## config.mk

```make
export PLATFORM = sky130hd
export DESIGN_NAME = pcn_front
export DESIGN_NICKNAME = d
export VERILOG_FILES = /design/src/hdl/pcn_pkg.sv /design/src/hdl/pcn_front.sv
export SDC_FILE = /design/constraint.sdc
export NUM_CORES = 1
export LEC_CHECK = 0
export ABC_AREA = 1
export BUFFER_PORTS_ARGS = -buffer_cell sky130_fd_sc_hd__buf_2
export CAP_MARGIN = 40
export CORE_UTILIZATION = 25
export CTS_BUF_LIST = sky130_fd_sc_hd__clkbuf_16
export DETAILED_ROUTE_END_ITERATION = 6
export GPL_ROUTABILITY_DRIVEN = 0
export REMOVE_ABC_BUFFERS = 1
export SYNTH_ARGS = -nofsm -noshare
export SYNTH_HDL_FRONTEND = slang
export SYNTH_SLANG_ARGS = --single-unit
```

## constraint.sdc

```tcl
create_clock -name clk -period 13.4 [get_ports clk]
set_clock_uncertainty 0.1 [all_clocks]
set_input_delay 0.67 -clock clk [delete_from_list [all_inputs] [get_ports clk]]
set_output_delay 0.67 -clock clk [all_outputs]
set_load 0.03 [all_outputs]
```

## src/hdl/pcn_pkg.sv

```systemverilog
package pcn_pkg;

  // Width of a linear cell index on the input side.
  localparam int IDX_W = 15;

  // Width of the grid side register as written through the configuration port.
  localparam int CFG_W = 6;

  // Grid side after reset, before any clamping to the configured maximum.
  localparam int GRID_SIDE_RST = 8;

  // Restoring division steps done between two pipeline registers.
  localparam int STEPS_PER_STAGE = 3;

  typedef logic [IDX_W-1:0] cell_idx_t;

  // Range status of one query, produced by the front end.
  typedef struct packed {
    logic home_ok;
    logic probe_ok;
  } cell_flags_t;

endpackage

```

## src/hdl/pcn_front.sv

```systemverilog
module pcn_front #(
  parameter int MAX_SIDE = 32,
  parameter int FDEPTH   = 16
) (
  input  logic                                clk,
  input  logic                                rst_n,
  input  logic                                push,
  output logic                                full,
  input  pcn_pkg::cell_idx_t                  home_cell,
  input  pcn_pkg::cell_idx_t                  probe_cell,
  input  logic [$clog2(MAX_SIDE+1)-1:0]       side,
  input  logic                                q_pop,
  output logic                                wr_valid,
  output pcn_pkg::cell_flags_t                wr_flags,
  output logic [6*$clog2(MAX_SIDE+1)-1:0]     wr_coords
);

  localparam int RW    = $clog2(MAX_SIDE + 1);
  localparam int IW    = pcn_pkg::IDX_W;
  localparam int BPS   = pcn_pkg::STEPS_PER_STAGE;
  localparam int TOT   = 2 * IW;
  localparam int NSTG  = (TOT + BPS - 1) / BPS;
  localparam int CNT_W = $clog2(FDEPTH + 1);

  logic                accept;
  logic [CNT_W-1:0]    cnt_r;
  logic [CNT_W-1:0]    cnt_nxt;

  logic                vld_r [0:NSTG];
  logic [RW-1:0]       rem_r [0:NSTG][0:1];
  logic [IW-1:0]       dq_r  [0:NSTG][0:1];
  logic [RW-1:0]       col_r [0:NSTG][0:1];

  assign accept = push & ~full;

  // Items in the split pipeline plus items in the queue never exceed the
  // queue depth, so the pipeline never has to stall.
  assign full = (cnt_r == CNT_W'(FDEPTH));

  always_comb begin
    cnt_nxt = cnt_r;
    if (accept && !q_pop) begin
      cnt_nxt = cnt_r + CNT_W'(1);
    end else if (!accept && q_pop) begin
      cnt_nxt = cnt_r - CNT_W'(1);
    end
  end

  always_ff @(posedge clk) begin
    if (!rst_n) begin
      cnt_r    <= '0;
      vld_r[0] <= 1'b0;
    end else begin
      cnt_r    <= cnt_nxt;
      vld_r[0] <= accept;
    end
  end

  always_ff @(posedge clk) begin
    if (accept) begin
      rem_r[0][0] <= '0;
      rem_r[0][1] <= '0;
      dq_r[0][0]  <= home_cell;
      dq_r[0][1]  <= probe_cell;
      col_r[0][0] <= '0;
      col_r[0][1] <= '0;
    end
  end

  // Each stage runs a few steps of two chained divisions by the side:
  // index / side gives the column as remainder, and the quotient divided by
  // the side again gives the row as remainder and the layer as quotient.
  for (genvar k = 0; k < NSTG; k++) begin : g_stage
    logic [RW-1:0] rem_nxt [0:1];
    logic [IW-1:0] dq_nxt  [0:1];
    logic [RW-1:0] col_nxt [0:1];

    always_comb begin
      logic [RW:0] t;
      t = '0;
      for (int o = 0; o < 2; o++) begin
        rem_nxt[o] = rem_r[k][o];
        dq_nxt[o]  = dq_r[k][o];
        col_nxt[o] = col_r[k][o];
        for (int j = 0; j < BPS; j++) begin
          if (k * BPS + j == IW) begin
            col_nxt[o] = rem_nxt[o];
            rem_nxt[o] = '0;
          end
          if (k * BPS + j < TOT) begin
            t         = {rem_nxt[o], dq_nxt[o][IW-1]};
            dq_nxt[o] = {dq_nxt[o][IW-2:0], 1'b0};
            if (t >= {1'b0, side}) begin
              rem_nxt[o]   = RW'(t - {1'b0, side});
              dq_nxt[o][0] = 1'b1;
            end else begin
              rem_nxt[o] = t[RW-1:0];
            end
          end
        end
      end
    end

    always_ff @(posedge clk) begin
      if (!rst_n) begin
        vld_r[k+1] <= 1'b0;
      end else begin
        vld_r[k+1] <= vld_r[k];
      end
    end

    always_ff @(posedge clk) begin
      for (int o = 0; o < 2; o++) begin
        rem_r[k+1][o] <= rem_nxt[o];
        dq_r[k+1][o]  <= dq_nxt[o];
        col_r[k+1][o] <= col_nxt[o];
      end
    end
  end

  // A layer quotient below the side means the index lies inside the cube.
  assign wr_valid          = vld_r[NSTG];
  assign wr_flags.home_ok  = (dq_r[NSTG][0] < IW'(side));
  assign wr_flags.probe_ok = (dq_r[NSTG][1] < IW'(side));
  assign wr_coords = {dq_r[NSTG][0][RW-1:0], rem_r[NSTG][0], col_r[NSTG][0],
                      dq_r[NSTG][1][RW-1:0], rem_r[NSTG][1], col_r[NSTG][1]};

endmodule

```

==> results.rst, run 1 <==
.. list-table::
   :header-rows: 1

   * - Metric
     - Value
   * - Leading cell type in the layout, fill and taps excluded
     - nand2_1
   * - Hold path startpoint
     - home_cell[3]
   * - Wire length of the first global-routing pass
     - approximately 120 mm
   * - Failing checks
     - design-rule violations
   * - Crit path max fanout
     - 42
   * - Number of sinks driven by the clock tree
     - around 530
   * - Hold Buf Count CTS
     - 0
   * - Kind of launch point of the worst setup path
     - input pin
   * - Clock slew at reported path FFs
     - roughly 0.06 ns
   * - Synthesized cell area
     - 31200 µm²
   * - Final worst-path cycle share
     - between 40% and 50%
   * - Core Box Area
     - 124000 µm²
   * - Per-instance average area after synthesis
     - just over 8 µm²
   * - Clock tree from TritonCTS
     - yes
   * - Antenna violations before repair
     - 1
   * - Maximum clock path buffer count
     - 3
   * - Commonest cells after routing, fill and taps aside
     - 1054 x nand2_1, 496 x dfxtp_1, 494 x inv_1
   * - Filler cells
     - between 10000 and 15000
   * - Top cell type by total area after synthesis
     - dfxtp_1
   * - Final Max Slew Viols
     - 0
   * - DPL Wire Length
     - roughly 53 mm
   * - Library cell used as clock root buffer
     - clkbuf_16
   * - Number of endpoints with negative hold slack in the final report
     - 0
   * - Detailed router's first-iteration violation count
     - 1373
   * - FF-to-FF End
     - rem_r[3][4]
   * - YS warnings
     - 0
   * - Max Cap Violations
     - 0
   * - Clock network latency to the later pin of the worst-skew pair
     - between 0.6 and 0.7 ns
   * - Number of nets at the end of the flow
     - between 4000 and 5000
   * - Class of the most critical hold timing path
     - input pin to flop
   * - Register Area
     - 10800 µm²
   * - Kind of capture point of the worst setup path
     - flop
   * - Signed area change from the synthesized netlist to the final layout
     - 13.8%
   * - H-Tree Depth
     - 2
   * - Pin count of the biggest net entering global routing
     - 43
   * - WL/cell
     - between 10 and 15 µm
   * - Gates resized, CTS repair
     - 0
   * - Endpoint of the worst hold-timing path
     - dq_r[0][18]
   * - Setup Viol. Count Final
     - 0
   * - Die Area
     - around 130000 µm²
   * - Setup repair after global routing missed its margin
     - no
   * - Ranking of synthesized cells by area
     - dfxtp_1 32%, ha_1 14%, nand2_1 13%
   * - Slew of the pin with the lowest slew margin
     - 0.866 ns
   * - Register-to-Register Setup Slack
     - ~8.6 ns
   * - Max Freq
     - about 170 MHz
   * - Area share of the largest cell type after synthesis
     - 31.8%
   * - Via density
     - 4.39
   * - Port-buffer cells
     - 79
   * - Starting Density
     - 25.2%
   * - Crit path max-delay cell type
     - buf_4
   * - Data arrival, critical path
     - 6.35 ns
   * - Worst-case reg-to-reg path depth
     - 26
   * - Routed Wire Length
     - roughly 70 mm
   * - Setup Fix Bufs, Post-CTS
     - 0
   * - Max_slew headroom
     - between 40% and 50%
   * - Initial DRT Pass Iterations
     - 7
   * - Overflow left after global routing
     - 0
   * - Vertical extent of the die
     - 355 µm
   * - Slowest cell delay on critical path
     - ~0.73 ns
   * - GR Util All Layers
     - 11.2%
   * - Antenna Nets Post-Route
     - 0
   * - Flip-flop and latch count after synthesis
     - about 530
   * - Number of rows created at floorplan
     - 129
   * - Number of global-route vias before repair
     - 24278
   * - Synthesized instance count
     - between 3000 and 4000
   * - Status
     - finished, violations left
   * - Most used cell, CP
     - nand2_1
   * - Number of distinct library cells after synthesis
     - 51
   * - Worst setup path class
     - input pin to flop
   * - Time the final worst path needs with I/O delays and setup
     - between 5 and 6 ns
   * - Area taken by multi-input logic gates
     - between 15000 and 20000 µm²
   * - Worst Hold Depth
     - 1
   * - Floorplan die width
     - 355 µm
   * - Fraction of layout instances using a drive strength above 1
     - roughly a tenth
   * - Total Neg Setup Slack
     - 0 ns
   * - IO Pins
     - 80
   * - Required time of the critical path
     - 13.82 ns
   * - Total DRC errors in the routed layout
     - 9
   * - Startpoint of the worst-slack reg-to-reg timing path
     - rem_r[2][4]
   * - Portion of the post-synthesis area used by sequential elements
     - a little over a third
   * - Routed vias
     - about 25000
   * - Antenna diode instance count
     - 0
   * - Num CTS Buffers
     - between 50 and 60
cells by family after synthesis:
kind of cell / synth area share (%)
compound gates: 6.74
xor+xnor: 5.19
fa+ha+maj: 18.0
buf+inv: 6.54
flops: 34.7
simple gates: 28.9
cell type report:
cell class	instances	area share [%]
Clock buffer	60	4.22
Clock inverter	48	1.14
Inverter	505	5.35
Multi-Input combinational cell	2801	51.7
Sequential cell	526	30.5
Tap cell	1637	5.76
Timing Repair Buffer	92	1.39
metal layers:
layer	global-route usage (%)	up-vias	wire [µm]
li1	-	13034	-
met2	19.9	424	33900
met4	3.72	2	2000
met3	1.53	126	2660
met5	0	-	17
met1	13.8	11282	32000
registers in the layout (all words and copies together) (netlist names):
name	cells
rem_r	120
col_r	60
cnt_r	5
vld_r	11
dq_r	330
critical path: cells and delay by family:
kind                       cells  cell delay [ns]
buffers and inverters          6             1.87
and+or+nand+nor               17             1.70
adders and majority gates      3             1.13
AOI/OAI and AO/OA              4             0.86
Yosys cell counts, drive strengths merged:
cell type	count
clkbuf	1
a21oi	196
nand3	422
fa	57
a21o	8
a211oi	1
and2	2
edfxtp	30
a221oi	2
o211ai	12
o21bai	13
xnor2	49
a31oi	22
nor2	131
xor2	136
nor3	14
a21boi	8
and3	1
inv	505
nand3b	27
nor4	4
or2	23
nor2b	1
nand2	1078
o21a	1
buf	19
o21ai	73
dfxtp	496
ha	358
nand4	162
how the worst max path moves through the flow:
stage | endpoint | startpoint | cells after the start
after floorplan | rem_r[3][2] | side[1] | 25
after global placement | rem_r[5][8] | side[1] | 30
after detailed placement | rem_r[5][11] | side[1] | 30
after CTS | rem_r[5][11] | side[1] | 30
after global routing | rem_r[5][11] | side[1] | 30
final | rem_r[5][11] | side[1] | 30
metrics by stage:
stage | worst slack (ns) | hold WS, ns | instance area [µm²] | util (%) | instances
after floorplan | 5.99 | 0.210 | 31100 | - | 3832
after detailed placement | 6.83 | 0.212 | 33600 | 27.2 | 5561
after global placement | 6.87 | 0.210 | 33600 | 27.2 | 5561
final | 7.47 | 0.112 | 35500 | 28.7 | 5669
after CTS | 7.51 | 0.0613 | 35500 | 28.7 | 5669
after global routing | 6.88 | 0.0778 | 35500 | 28.7 | 5669
Power of run 1 is left out: the tool's default activity adds up to more than one toggle a clock period on the data nets, which glitch-free logic cannot reach.
==> run 2, diff against run 1 <==
- clock period: 13.4 -> 5.5 ns (I/O delays scaled with it)
==> results.rst, run 2 (same netlist as run 1, synthesis figures left out) <==
.. list-table::
   :header-rows: 1

   * - Metric
     - Value
   * - Status
     - finished, violations left
   * - Failing checks
     - design-rule violations
   * - Port-buffer cells
     - ~80
   * - Crit path max fanout
     - 12
   * - Setup repair after global routing missed its margin
     - no
   * - Commonest cells after routing, fill and taps aside
     - 1054 x nand2_1, 496 x dfxtp_1, 489 x inv_1
   * - Kind of capture point of the worst setup path
     - flop
   * - Die Area
     - approximately 130000 µm²
   * - Final core occ
     - ~29%
   * - DPL Wire Length
     - ~55 mm
   * - Total DRC errors in the routed layout
     - 6
   * - Slew of the pin with the lowest slew margin
     - 0.587 ns
   * - Slowest cell delay on critical path
     - around 0.55 ns
   * - Cell Count, Final, Fillers Out
     - about 5700
   * - Overflow left after global routing
     - 0
   * - Startpoint of the worst-slack reg-to-reg timing path
     - rem_r[3][3]
   * - Register-to-Register Setup Slack
     - 0.73 ns
   * - Detailed router's first-iteration violation count
     - around 1400
   * - Most used cell, CP
     - nand2_1
   * - Pin count of the biggest net entering global routing
     - 32
   * - Crit path max-delay family
     - simple AND/OR/NAND/NOR gates
   * - Time the final worst path needs with I/O delays and setup
     - 5.05 ns
   * - Class of the most critical hold timing path
     - input pin to flop
   * - Starting Density
     - 25.2%
   * - H-Tree Depth
     - 2
   * - Clock network latency to the later pin of the worst-skew pair
     - between 0.6 and 0.7 ns
   * - Vertical extent of the die
     - around 360 µm
   * - Num CTS Buffers
     - 56
   * - Maximum clock path buffer count
     - 3
   * - Total Neg Setup Slack
     - 0 ns
   * - Setup Viol. Count Final
     - 0
   * - Worst setup path class
     - input pin to flop
   * - Antenna violations before repair
     - 1
   * - Largest registers
     - dq_r (330), rem_r (120), col_r (60)
   * - Endpoint of the worst hold-timing path
     - cnt_r[0]
   * - Hold path startpoint
     - q_pop
   * - Cell area after placement
     - roughly 34000 µm²
   * - Leading cell type in the layout, fill and taps excluded
     - nand2_1
   * - Post-placement cell count
     - around 5600
   * - Number of nets at the end of the flow
     - ~4500
   * - Clock slew at reported path FFs
     - around 0.06 ns
   * - Number of global-route vias before repair
     - ~25000
   * - Via density
     - roughly 4.4
   * - Number of sinks driven by the clock tree
     - approximately 530
   * - Routed vias
     - approximately 25000
   * - Number of endpoints with negative hold slack in the final report
     - 0
   * - Required time of the critical path
     - ~5.9 ns
   * - Largest register FFs
     - 330
   * - Max Freq
     - ~200 MHz
   * - Core Box Area
     - about 120000 µm²
   * - Worst Hold Depth
     - 4
   * - FF-to-FF End
     - rem_r[4][2]
   * - Kind of launch point of the worst setup path
     - input pin
   * - Routed Wire Length
     - slightly above 70 mm
   * - WL/cell
     - roughly 13 µm
   * - Finished Cell Area
     - about 36000 µm²
   * - Max_slew headroom
     - roughly three fifths
   * - Number of logic stages on the critical path including buffering
     - 29
   * - Signed area change from the synthesized netlist to the final layout
     - 16.4%
   * - Initial DRT Pass Iterations
     - 7
   * - Data arrival, critical path
     - 5.46 ns
   * - Final worst-path cycle share
     - 91.9%
   * - Antenna Nets Post-Route
     - 0
   * - GR Util All Layers
     - a little under an eighth
   * - Clock tree from TritonCTS
     - yes
   * - IO Pins
     - 80
   * - Top reg by flops
     - dq_r
   * - Final Max Slew Viols
     - 0
   * - Crit path max-delay cell type
     - dlygate4sd3_1
   * - Fraction of layout instances using a drive strength above 1
     - a little over a tenth
   * - Floorplan die width
     - between 300 and 400 µm
   * - Wire length of the first global-routing pass
     - 121 mm
   * - Max Cap Violations
     - 0
   * - Number of rows created at floorplan
     - between 100 and 150
   * - Worst Path Buf+Inv
     - 6
   * - Worst-case reg-to-reg path depth
     - 26
   * - Library cell used as clock root buffer
     - clkbuf_16
run 2: changes by cell type in the layout (fill, tap and decap cells not counted), moves of 3 or more:
| cell | before | now |
|---|---|---|
| dlygate4sd3_1 | 0 | 37 |
| buf_4 | 14 | 47 |
| buf_12 | 0 | 8 |
| inv_1 | 494 | 489 |
| bufinv_16 | 4 | 8 |
| clkbuf_16 | 60 | 57 |
run 2: worst max-delay path by stage:
stage / startpoint / end / slack [ns]
after floorplan: side[1] / rem_r[3][2] / -1.51
after global placement: side[5] / rem_r[8][4] / 0.37
after detailed placement: side[5] / rem_r[9][9] / 0.32
after CTS: side[3] / rem_r[6][7] / 0.13
after global routing: side[3] / rem_r[5][6] / 0.02
final: side[3] / rem_r[8][3] / 0.45
run 2: repair_timing:
item	4_1_cts	5_1_grt
hold buffers	36	2
setup buffers	0	1
setup endpoints to repair	0	14
gates resized for setup	0	4
hold endpoints to repair	46	2
run 2: layer usage:
| metal | share of wire (%) | GRT usage (%) | up-vias |
|---|---|---|---|
| li1 | - | - | 13197 |
| met1 | 45 | 13.9 | 11414 |
| met2 | 49 | 20.5 | 467 |
| met3 | 3.8 | 1.41 | 121 |
| met4 | 3.0 | 4.05 | 0 |
| met5 | 0 | 0 | - |
run 2: worst register-to-register path, cell delays in order (launching register included):
cell and delay [ns]:
dfxtp_1 0.43, ha_1 0.39, nand2_1 0.11, nand2_1 0.11, a21boi_2 0.34, nand3_2 0.19
nand2_1 0.09, nand2_1 0.08, ha_1 0.37, nand2_1 0.09, nand2_1 0.06, nand2_1 0.06
nand3_1 0.16, a21oi_4 0.31, nand3_2 0.25, nand2_1 0.11, nand2_1 0.08, ha_1 0.37
a21o_1 0.21, nand2_1 0.06, nand3_1 0.11, nand2_1 0.08, nand3_1 0.13, inv_1 0.15
nand3_4 0.12, nand2_1 0.09, nand2_1 0.05
run 2: area by class of cell:
| class | count | area, µm² |
|---|---|---|
| fillers | 13026 | 87400 |
| diodes | 1 | 2.50 |
| multi-input cells | 2801 | 18400 |
| inverters | 505 | 1900 |
| well taps | 1637 | 2050 |
| repair buffers | 170 | 1270 |
| clock inverters | 47 | 509 |
| flip-flops and latches | 526 | 10800 |
| clock buffers | 57 | 1430 |
run 2: metrics by stage:
step,hold slack (ns),setup WS (ns)
after floorplan,0.210,-1.51
after global placement,0.210,0.365
after detailed placement,0.212,0.317
after CTS,0.0501,0.129
after global routing,0.127,0.0188
final,0.0886,0.448
Power of run 2 is left out for the same reason.
